## src/rtl/mtfp_pkg.sv

```systemverilog
// ----------------------------------------------------------------------------
// mtfp_pkg: shared constants, types and CRC function for the frame parser
// Sync word, frame layout, result record and the byte-wide CRC-16 update.
// ----------------------------------------------------------------------------
package mtfp_pkg;

  localparam int FRAME_LEN = 15;
  localparam int POS_W     = 4;

  localparam logic [7:0]  SYNC_FIRST  = 8'hCD;
  localparam logic [7:0]  SYNC_SECOND = 8'hAB;
  localparam logic [15:0] CRC_POLY    = 16'h1021;
  localparam logic [15:0] CRC_TOP     = 16'h8000;

  // Last byte position covered by the CRC, and the final frame byte.
  localparam logic [POS_W-1:0] POS_CRC_END = POS_W'(FRAME_LEN - 3);
  localparam logic [POS_W-1:0] POS_CRC_LO  = POS_W'(FRAME_LEN - 2);
  localparam logic [POS_W-1:0] POS_LAST    = POS_W'(FRAME_LEN - 1);
  localparam logic [POS_W-1:0] POS_SYNC2   = POS_W'(1);
  localparam logic [POS_W-1:0] POS_HUNT    = POS_W'(0);

  typedef struct packed {
    logic [7:0]         slave_id;
    logic signed [15:0] speed_tenths_rpm;
    logic [15:0]        voltage_centivolts;
    logic signed [15:0] current_centiamps;
    logic signed [31:0] odometer_count;
    logic               crc_ok;
    logic [15:0]        bad_crc_count;
  } result_t;

  typedef struct packed {
    logic    hit;   // this byte closes a frame
    result_t data;
  } frame_result_t;

  // CRC-16/XMODEM, one byte, MSB first.
  function automatic logic [15:0] crc_step(input logic [15:0] crc, input logic [7:0] b);
    logic [15:0] c;
    c = crc ^ {b, 8'h00};
    for (int i = 0; i < 8; i++) begin
      if ((c & CRC_TOP) != 16'h0000) begin
        c = (c << 1) ^ CRC_POLY;
      end else begin
        c = c << 1;
      end
    end
    return c;
  endfunction

endpackage

```

## src/rtl/mtfp_in_stage.sv

```systemverilog
// ----------------------------------------------------------------------------
// mtfp_in_stage: input byte register
// Holds one received beat until the parse stage takes it.
// ----------------------------------------------------------------------------
module mtfp_in_stage (
  input  logic       clk,
  input  logic       rst,
  input  logic       rx_valid,
  output logic       rx_stall,
  input  logic [7:0] rx_byte,
  input  logic       adv,
  output logic       held_valid,
  output logic [7:0] held_byte
);

  logic take;

  assign rx_stall = held_valid && !adv;
  assign take     = rx_valid && !rx_stall;

  always_ff @(posedge clk) begin
    if (rst) begin
      held_valid <= 1'b0;
    end else if (take) begin
      held_valid <= 1'b1;
    end else if (adv) begin
      held_valid <= 1'b0;
    end
  end

  always_ff @(posedge clk) begin
    if (take) begin
      held_byte <= rx_byte;
    end
  end

endmodule

```

## src/rtl/mtfp_parse.sv

```systemverilog
// ----------------------------------------------------------------------------
// mtfp_parse: sync hunt, frame buffer and CRC check
// Consumes one byte per enable; flags the frame-closing byte with its result.
// ----------------------------------------------------------------------------
module mtfp_parse (
  input  logic                  clk,
  input  logic                  rst,
  input  logic                  en,
  input  logic [7:0]            byte_in,
  output mtfp_pkg::frame_result_t res
);

  logic [mtfp_pkg::POS_W-1:0] pos, pos_next;
  logic [15:0]                crc, crc_next;
  logic [15:0]                bad_cnt, bad_cnt_next;
  logic                       store;
  // bytes 2..13; 0 and 1 are the sync word, 14 arrives with the frame end
  logic [7:0]                 frm [mtfp_pkg::FRAME_LEN-1];

  always_comb begin
    pos_next     = pos;
    crc_next     = crc;
    bad_cnt_next = bad_cnt;
    store        = 1'b0;
    res          = '0;
    if (pos == mtfp_pkg::POS_HUNT) begin
      if (byte_in == mtfp_pkg::SYNC_FIRST) begin
        crc_next = mtfp_pkg::crc_step(16'h0000, byte_in);
        pos_next = mtfp_pkg::POS_SYNC2;
      end
    end else if (pos == mtfp_pkg::POS_SYNC2 && byte_in != mtfp_pkg::SYNC_SECOND) begin
      if (byte_in == mtfp_pkg::SYNC_FIRST) begin
        crc_next = mtfp_pkg::crc_step(16'h0000, byte_in);
        pos_next = mtfp_pkg::POS_SYNC2;
      end else begin
        pos_next = mtfp_pkg::POS_HUNT;
      end
    end else begin
      store = (pos != mtfp_pkg::POS_SYNC2) && (pos != mtfp_pkg::POS_LAST);
      if (pos <= mtfp_pkg::POS_CRC_END) begin
        crc_next = mtfp_pkg::crc_step(crc, byte_in);
      end
      if (pos == mtfp_pkg::POS_LAST) begin
        pos_next = mtfp_pkg::POS_HUNT;
        res.hit  = 1'b1;
        if ({byte_in, frm[mtfp_pkg::POS_CRC_LO]} != crc) begin
          bad_cnt_next           = bad_cnt + 16'd1;
          res.data.crc_ok        = 1'b0;
          res.data.bad_crc_count = bad_cnt_next;
        end else begin
          res.data.slave_id           = frm[2];
          res.data.speed_tenths_rpm   = {frm[4], frm[3]};
          res.data.voltage_centivolts = {frm[6], frm[5]};
          res.data.current_centiamps  = {frm[8], frm[7]};
          res.data.odometer_count     = {frm[12], frm[11], frm[10], frm[9]};
          res.data.crc_ok             = 1'b1;
          res.data.bad_crc_count      = bad_cnt;
        end
      end else begin
        pos_next = pos + mtfp_pkg::POS_W'(1);
      end
    end
  end

  always_ff @(posedge clk) begin
    if (rst) begin
      pos     <= mtfp_pkg::POS_HUNT;
      crc     <= 16'h0000;
      bad_cnt <= 16'h0000;
    end else if (en) begin
      pos     <= pos_next;
      crc     <= crc_next;
      bad_cnt <= bad_cnt_next;
    end
  end

  always_ff @(posedge clk) begin
    if (en && store) begin
      frm[pos] <= byte_in;
    end
  end

endmodule

```

## src/rtl/mtfp_out_stage.sv

```systemverilog
// ----------------------------------------------------------------------------
// mtfp_out_stage: result register
// Holds one result beat until the consumer takes it.
// ----------------------------------------------------------------------------
module mtfp_out_stage (
  input  logic              clk,
  input  logic              rst,
  input  logic              load,
  input  mtfp_pkg::result_t load_data,
  input  logic              res_stall,
  output logic              res_valid,
  output mtfp_pkg::result_t res_data
);

  always_ff @(posedge clk) begin
    if (rst) begin
      res_valid <= 1'b0;
    end else if (load) begin
      res_valid <= 1'b1;
    end else if (!res_stall) begin
      res_valid <= 1'b0;
    end
  end

  always_ff @(posedge clk) begin
    if (load) begin
      res_data <= load_data;
    end
  end

endmodule

```

## src/rtl/motor_telemetry_frame_parser_core.sv

```systemverilog
// Path: a frame result passes the input register, then the result register,
//   on its way from the edge that accepts its last byte to the ports.
// Throughput: one byte per cycle; the parse stage stalls only when a frame
//   closes while the result register still holds an untaken beat.
// Reset (rst, synchronous): returns to sync hunt, clears CRC and bad-CRC
//   count, empties both registers; the frame buffer is not cleared.
// ----------------------------------------------------------------------------
// motor_telemetry_frame_parser_core: telemetry frame parser top level
// Hunts for the 0xCD 0xAB start word, collects a 15-byte frame, checks its
// CRC-16/XMODEM and emits one result beat per frame.
// ----------------------------------------------------------------------------
module motor_telemetry_frame_parser_core (
  input  logic               clk,
  input  logic               rst,
  // received byte channel
  input  logic               rx_valid,
  output logic               rx_stall,
  input  logic [7:0]         rx_byte,
  // result channel
  output logic               res_valid,
  input  logic               res_stall,
  output logic [7:0]         slave_id,
  output logic signed [15:0] speed_tenths_rpm,
  output logic [15:0]        voltage_centivolts,
  output logic signed [15:0] current_centiamps,
  output logic signed [31:0] odometer_count,
  output logic               crc_ok,
  output logic [15:0]        bad_crc_count
);

  logic                    held_valid;
  logic [7:0]              held_byte;
  logic                    adv;
  logic                    en;
  mtfp_pkg::frame_result_t parse_res;
  mtfp_pkg::result_t       res_data;

  // Parse stage may move unless its byte closes a frame and the result
  // register is full and stalled. Non-closing bytes never wait.
  assign adv = !(parse_res.hit && res_valid && res_stall);
  assign en  = held_valid && adv;

  mtfp_in_stage u_in (
    .clk        (clk),
    .rst        (rst),
    .rx_valid   (rx_valid),
    .rx_stall   (rx_stall),
    .rx_byte    (rx_byte),
    .adv        (adv),
    .held_valid (held_valid),
    .held_byte  (held_byte)
  );

  // Sync hunt, buffer and CRC work on the held byte in one pass.
  mtfp_parse u_parse (
    .clk     (clk),
    .rst     (rst),
    .en      (en),
    .byte_in (held_byte),
    .res     (parse_res)
  );

  // Result register: loads when a frame closes; the result slot is free or
  // being drained in that same cycle by construction of adv.
  mtfp_out_stage u_out (
    .clk       (clk),
    .rst       (rst),
    .load      (en && parse_res.hit),
    .load_data (parse_res.data),
    .res_stall (res_stall),
    .res_valid (res_valid),
    .res_data  (res_data)
  );

  assign slave_id           = res_data.slave_id;
  assign speed_tenths_rpm   = res_data.speed_tenths_rpm;
  assign voltage_centivolts = res_data.voltage_centivolts;
  assign current_centiamps  = res_data.current_centiamps;
  assign odometer_count     = res_data.odometer_count;
  assign crc_ok             = res_data.crc_ok;
  assign bad_crc_count      = res_data.bad_crc_count;

endmodule

```

## config.mk

```make
export PLATFORM = sky130hd
export DESIGN_NAME = motor_telemetry_frame_parser_core
export DESIGN_NICKNAME = d
export VERILOG_FILES = /design/src/rtl/mtfp_pkg.sv /design/src/rtl/mtfp_in_stage.sv /design/src/rtl/mtfp_parse.sv /design/src/rtl/mtfp_out_stage.sv /design/src/rtl/motor_telemetry_frame_parser_core.sv
export SDC_FILE = /design/constraint.sdc
export NUM_CORES = 1
export LEC_CHECK = 0
export BUFFER_PORTS_ARGS = -buffer_cell sky130_fd_sc_hd__buf_2
export CORE_ASPECT_RATIO = 0.8
export CORE_MARGIN = 5
export CORE_UTILIZATION = 55
export CTS_CLUSTER_DIAMETER = 120
export CTS_CLUSTER_SIZE = 10
export DETAILED_ROUTE_END_ITERATION = 16
export PLACE_DENSITY = 0.76
export SLEW_MARGIN = 30
export SYNTH_ARGS = -nofsm -noshare
export SYNTH_HDL_FRONTEND = slang
export SYNTH_SLANG_ARGS = --single-unit
```

## constraint.sdc

```tcl
create_clock -name clk -period 12.1 [get_ports clk]
set_clock_uncertainty 0.1 [all_clocks]
set_input_delay 2.42 -clock clk [delete_from_list [all_inputs] [get_ports clk]]
set_output_delay 2.42 -clock clk [all_outputs]
set_load 0.05 [all_outputs]
```

==> results_tabular.tex <==
\begin{tabular}{lr}
\hline
Metric & Value \\
\hline
\multicolumn{2}{l}{\textbf{STA}} \\
Upper clock frequency limit & around 170 MHz \\
Rel. slew slack & approximately 38\% \\
Final-layout worst hold slack & approximately 0.42 ns \\
Final Hold Violating Endpoints & 0 \\
Accumulated negative setup slack & 0 ns \\
Period minus WS final & 5.82 ns \\
Setup-failing EPs final & 0 \\
Final period util & about 48\% \\
Slew of the pin with the lowest slew margin & approximately 0.93 ns \\
Setup repair after global routing missed its margin & false \\
Number of pins exceeding their max-slew limit in the final report & 0 \\
\multicolumn{2}{l}{\textbf{Drt}} \\
Via density & just under 6 \\
Detail Route Antenna Nets & 0 \\
DRC violations left & 0 \\
First DRT Iteration DRCs & 569 \\
Router iterations before antenna repair & 5 \\
Wire length per cell & a little under 20 um \\
Vias & roughly 6300 \\
WL final & around 21000 um \\
\multicolumn{2}{l}{\textbf{Die}} \\
Number of standard-cell rows in the floorplan & between 40 and 50 \\
Total die area & roughly 21000 um\^{}2 \\
Io pins & around 120 \\
Core area & roughly 18000 um\^{}2 \\
Die extent in y & approximately 130 um \\
Die X-Extent & roughly 160 um \\
Initial Util & a little under three fifths \\
\multicolumn{2}{l}{\textbf{Global route}} \\
All-Layer GR Usage & between 10\% and 20\% \\
Pin count of the biggest net entering global routing & between 90 and 100 \\
Global-route wire length before repair & 32200 um \\
Initial antenna violation count & 0 \\
Number of global-route vias before repair & slightly below 6000 \\
Overall overflow remaining after global route & 0 \\
\multicolumn{2}{l}{\textbf{Yosys}} \\
Average instance area after synthesis & 14.0 um\^{}2 \\
Number of distinct library cell variants in the gate-level netlist after synthesis & just under 60 \\
Part of the Yosys area used for sequential elements & 70.3\% \\
Net count after synthesis & just over 700 \\
Adder and majority cell fraction of the synthesized area & 0.125\% \\
Synthesized instance count & roughly 710 \\
Leading register cell type out of synthesis & edfxtp\_1 \\
XOR/XNOR Fraction of Synth Area & 4.79\% \\
Portion of netlist area occupied by mux cells & 0.475\% \\
Compound-cell area share of the yosys netlist & under 10\% \\
Post-synthesis simple-gate area fraction & between 10\% and 20\% \\
Number of synthesized register bits & between 200 and 250 \\
Post-synth EDFFs & $\sim$210 \\
Ys async rst share & 0\% \\
Synthesis Warnings & 0 \\
Dominant combinational cell family by area after synthesis & simple AND/OR/NAND/NOR gates \\
Post-synth design cell area & between 10000 and 15000 um\^{}2 \\
\multicolumn{2}{l}{\textbf{Place}} \\
Cell count after placement & just over 1000 \\
Final HPWL from detailed placement & 12400 um \\
Total cell area at the placement stage & 10700 um\^{}2 \\
Number of buffers inserted by port buffering & about 120 \\
Last weighted congestion value of the routability-driven placer & roughly 0.85 \\
\multicolumn{2}{l}{\textbf{Setup path}} \\
Critical path endpoint category & output port \\
Required time at the worst-slack endpoint & 9.58 ns \\
Setup CP Type & input pin to output port \\
FF-to-FF End & u\_parse.bad\_cnt[11] \\
Worst endpoint data arrival time & roughly 3.3 ns \\
Crit path to & rx\_stall \\
Count of cells along the worst register-to-register path & 6 \\
Worst-path maximum fanout & 4 \\
Worst reg2reg startpoint & u\_parse.pos[2] \\
Crit. Startpoint & res\_stall \\
Startpoint kind of the worst setup timing path & input pin \\
Setup slack on the worst flop-to-flop path & 7.65 ns \\
\multicolumn{2}{l}{\textbf{Cells and area}} \\
Number of inserted diodes & 0 \\
Synth-to-layout area growth & 15.0\% \\
Final \#Nets & 826 \\
Post-route non-filler standard cell count & about 1100 \\
Fillcell total & $\sim$1300 \\
Final std cell area, no fill & 11500 um\^{}2 \\
Proportion of layout cells with a drive suffix above 1 & approximately 22\% \\
\multicolumn{2}{l}{\textbf{Power}} \\
Reported net switching power & 0.339 mW \\
Leakage power of the design & 4.55 nW \\
Sequential fraction of design power & about 55\% \\
Power density cells & about 150 nW/um\^{}2 \\
Share of power burned in combinational logic & under 10\% \\
Power share of the clock group & a little over two fifths \\
Switching part of the total & 19.9\% \\
VDD IR max & 95.0 uV \\
Cell Int Power & 1.37 mW \\
\multicolumn{2}{l}{\textbf{Clocking}} \\
Clock Sinks & approximately 250 \\
Root buf cell & clkbuf\_16 \\
Hold buffer count at cts & 0 \\
H-tree Lvls & 1 \\
TritonCTS buffer count & 28 \\
Insertion delay of the later-clocked pin in the worst-skew pair & between 0.5 and 0.6 ns \\
Deepest clock path buffer count & 3 \\
Buffers inserted by post-CTS timing repair & 0 \\
Clock tree from TritonCTS & done \\
Clock-pin slew of the registers on the worst-case setup and hold paths & roughly 0.06 ns \\
Post-cts sizing count & 0 \\
\multicolumn{2}{l}{\textbf{Run status}} \\
Result of the run & completed \\
\multicolumn{2}{l}{\textbf{Worst hold path}} \\
Hold crit path type & flop to flop \\
\multicolumn{2}{l}{\textbf{Run}} \\
Max-capacitance violation count & 0 \\
\hline
\end{tabular}
-- stage by stage --
stage | utilization [%] | setup slack [ns] | power, mW
2_1_floorplan | - | 6.31 | 0.970
5_1_grt | 63.9 | 6.20 | 1.77
3_3_place_gp | 59.2 | 6.28 | 0.981
6_report | 63.9 | 6.28 | 1.71
3_5_place_dp | 59.3 | 6.26 | 0.983
4_1_cts | 63.8 | 6.26 | 1.72
-- cell type report --
type | count | area, um^2 | share of cell area [%]
inverters | 5 | 21.3 | 0.185
clock buffers | 49 | 779 | 6.77
flip-flops and latches | 247 | 7040 | 61.2
repair buffers | 126 | 658 | 5.72
clock inverters | 2 | 21.3 | 0.185
multi-input cells | 405 | 2700 | 23.5
well taps | 230 | 288 | 2.50
-- sequential cells by signal, summed over array words and instances, names as in the netlist --
| register | flops |
|---|---|
| u_parse.pos | 4 |
| u_out.res_data | 105 |
| u_out.res_valid | 1 |
| u_parse.crc | 16 |
| u_parse.frm | 96 |
| u_in.held_valid | 1 |
| u_parse.bad_cnt | 16 |
| u_in.held_byte | 8 |
-- worst min path at each step --
stage | startpoint | cells past startpoint | slack, ns | end
floorplan | u_parse.bad_cnt[10] | 2 | 0.37 | u_parse.bad_cnt[10]
global placement | u_parse.bad_cnt[10] | 2 | 0.37 | u_parse.bad_cnt[10]
detailed placement | u_parse.bad_cnt[10] | 2 | 0.41 | u_parse.bad_cnt[10]
CTS | u_parse.bad_cnt[10] | 2 | 0.42 | u_parse.bad_cnt[10]
global route | u_parse.bad_cnt[10] | 2 | 0.44 | u_parse.bad_cnt[10]
finish | u_parse.bad_cnt[10] | 2 | 0.42 | u_parse.bad_cnt[10]
-- cell families after synthesis --
kind of cell,Yosys count
AND/OR/NAND/NOR,233
XOR/XNOR,50
multiplexers,4
AO/OA/AOI/OAI,117
adder cells (fa/ha/maj),1
buffers and inverters,61
flip-flops,247
-- synthesized netlist by cell type (2+ instances only) --
library cell / n / area [um^2]
nor3b_1: 3 / 22.5
and4b_1: 3 / 30.0
nand4_1: 10 / 62.6
nor3_1: 14 / 70.1
nor4_1: 4 / 25.0
xnor2_1: 38 / 333
or3_1: 15 / 93.8
a21o_1: 2 / 15.0
edfxtp_1: 209 / 6280
and4_1: 3 / 26.3
inv_1: 5 / 18.8
o21ai_1: 4 / 20.0
buf_2: 25 / 125
nor2_1: 23 / 86.3
and4bb_2: 2 / 25.0
nor4b_1: 2 / 17.5
dfxtp_1: 38 / 761
xnor2_2: 3 / 48.8
nand3b_1: 2 / 15.0
buf_4: 5 / 37.5
and3_1: 91 / 569
a31oi_1: 4 / 25.0
o21a_1: 3 / 22.5
clkbuf_1: 22 / 82.6
nand2_1: 24 / 90.1
o31ai_1: 14 / 105
mux2_1: 2 / 22.5
a211oi_1: 12 / 90.1
a21oi_1: 46 / 230
nand4b_1: 2 / 17.5
o32ai_1: 2 / 17.5
xor2_1: 8 / 70.1
buf_6: 4 / 45.0
nor2b_1: 3 / 18.8
o21ai_0: 20 / 100
nand3_1: 12 / 60.1
a2111oi_0: 2 / 17.5
or4_1: 11 / 82.6
-- power groups by stage --
stage | clock network (mW) | logic [mW] | registers [mW]
global route | 0.795 | 0.0357 | 0.935
finish | 0.739 | 0.0329 | 0.935
detailed placement | 0 | 0.0297 | 0.954
global placement | 0 | 0.0283 | 0.953
floorplan | 0 | 0.0254 | 0.944
CTS | 0.750 | 0.0301 | 0.936
-- critical path: stages --
cell	delay, ns
buf_2	0.09
nand2_1	0.10
nor2_1	0.34
buf_2	0.34
-- layer usage --
metal  track usage [%]  routed length [um]
met1              27.3                8960
met2              31.7                9910
met3              3.64                1650
met4              4.71                 369
met5                 0                   0
-- placed cells by master (no fill, tap or decap), types with 4 or more instances in the layout --
cell type,Yosys,routed
edfxtp_1,209,209
nand3_1,12,12
and3_1,91,91
dfxtp_1,38,38
nand2_1,24,24
o21ai_0,20,20
clkbuf_1,22,21
buf_2,25,118
clkbuf_16,0,28
nor2_1,23,23
xnor2_1,38,38
o31ai_1,14,14
or3_1,15,15
a21oi_1,46,46
xor2_1,8,8
or4_1,11,11
buf_4,5,7
a211oi_1,12,12
inv_1,5,4
nor3_1,14,10
a31oi_1,4,4
nor3_2,0,4
nand4_1,10,10
Note: power is estimated with default switching activity, not from simulation.
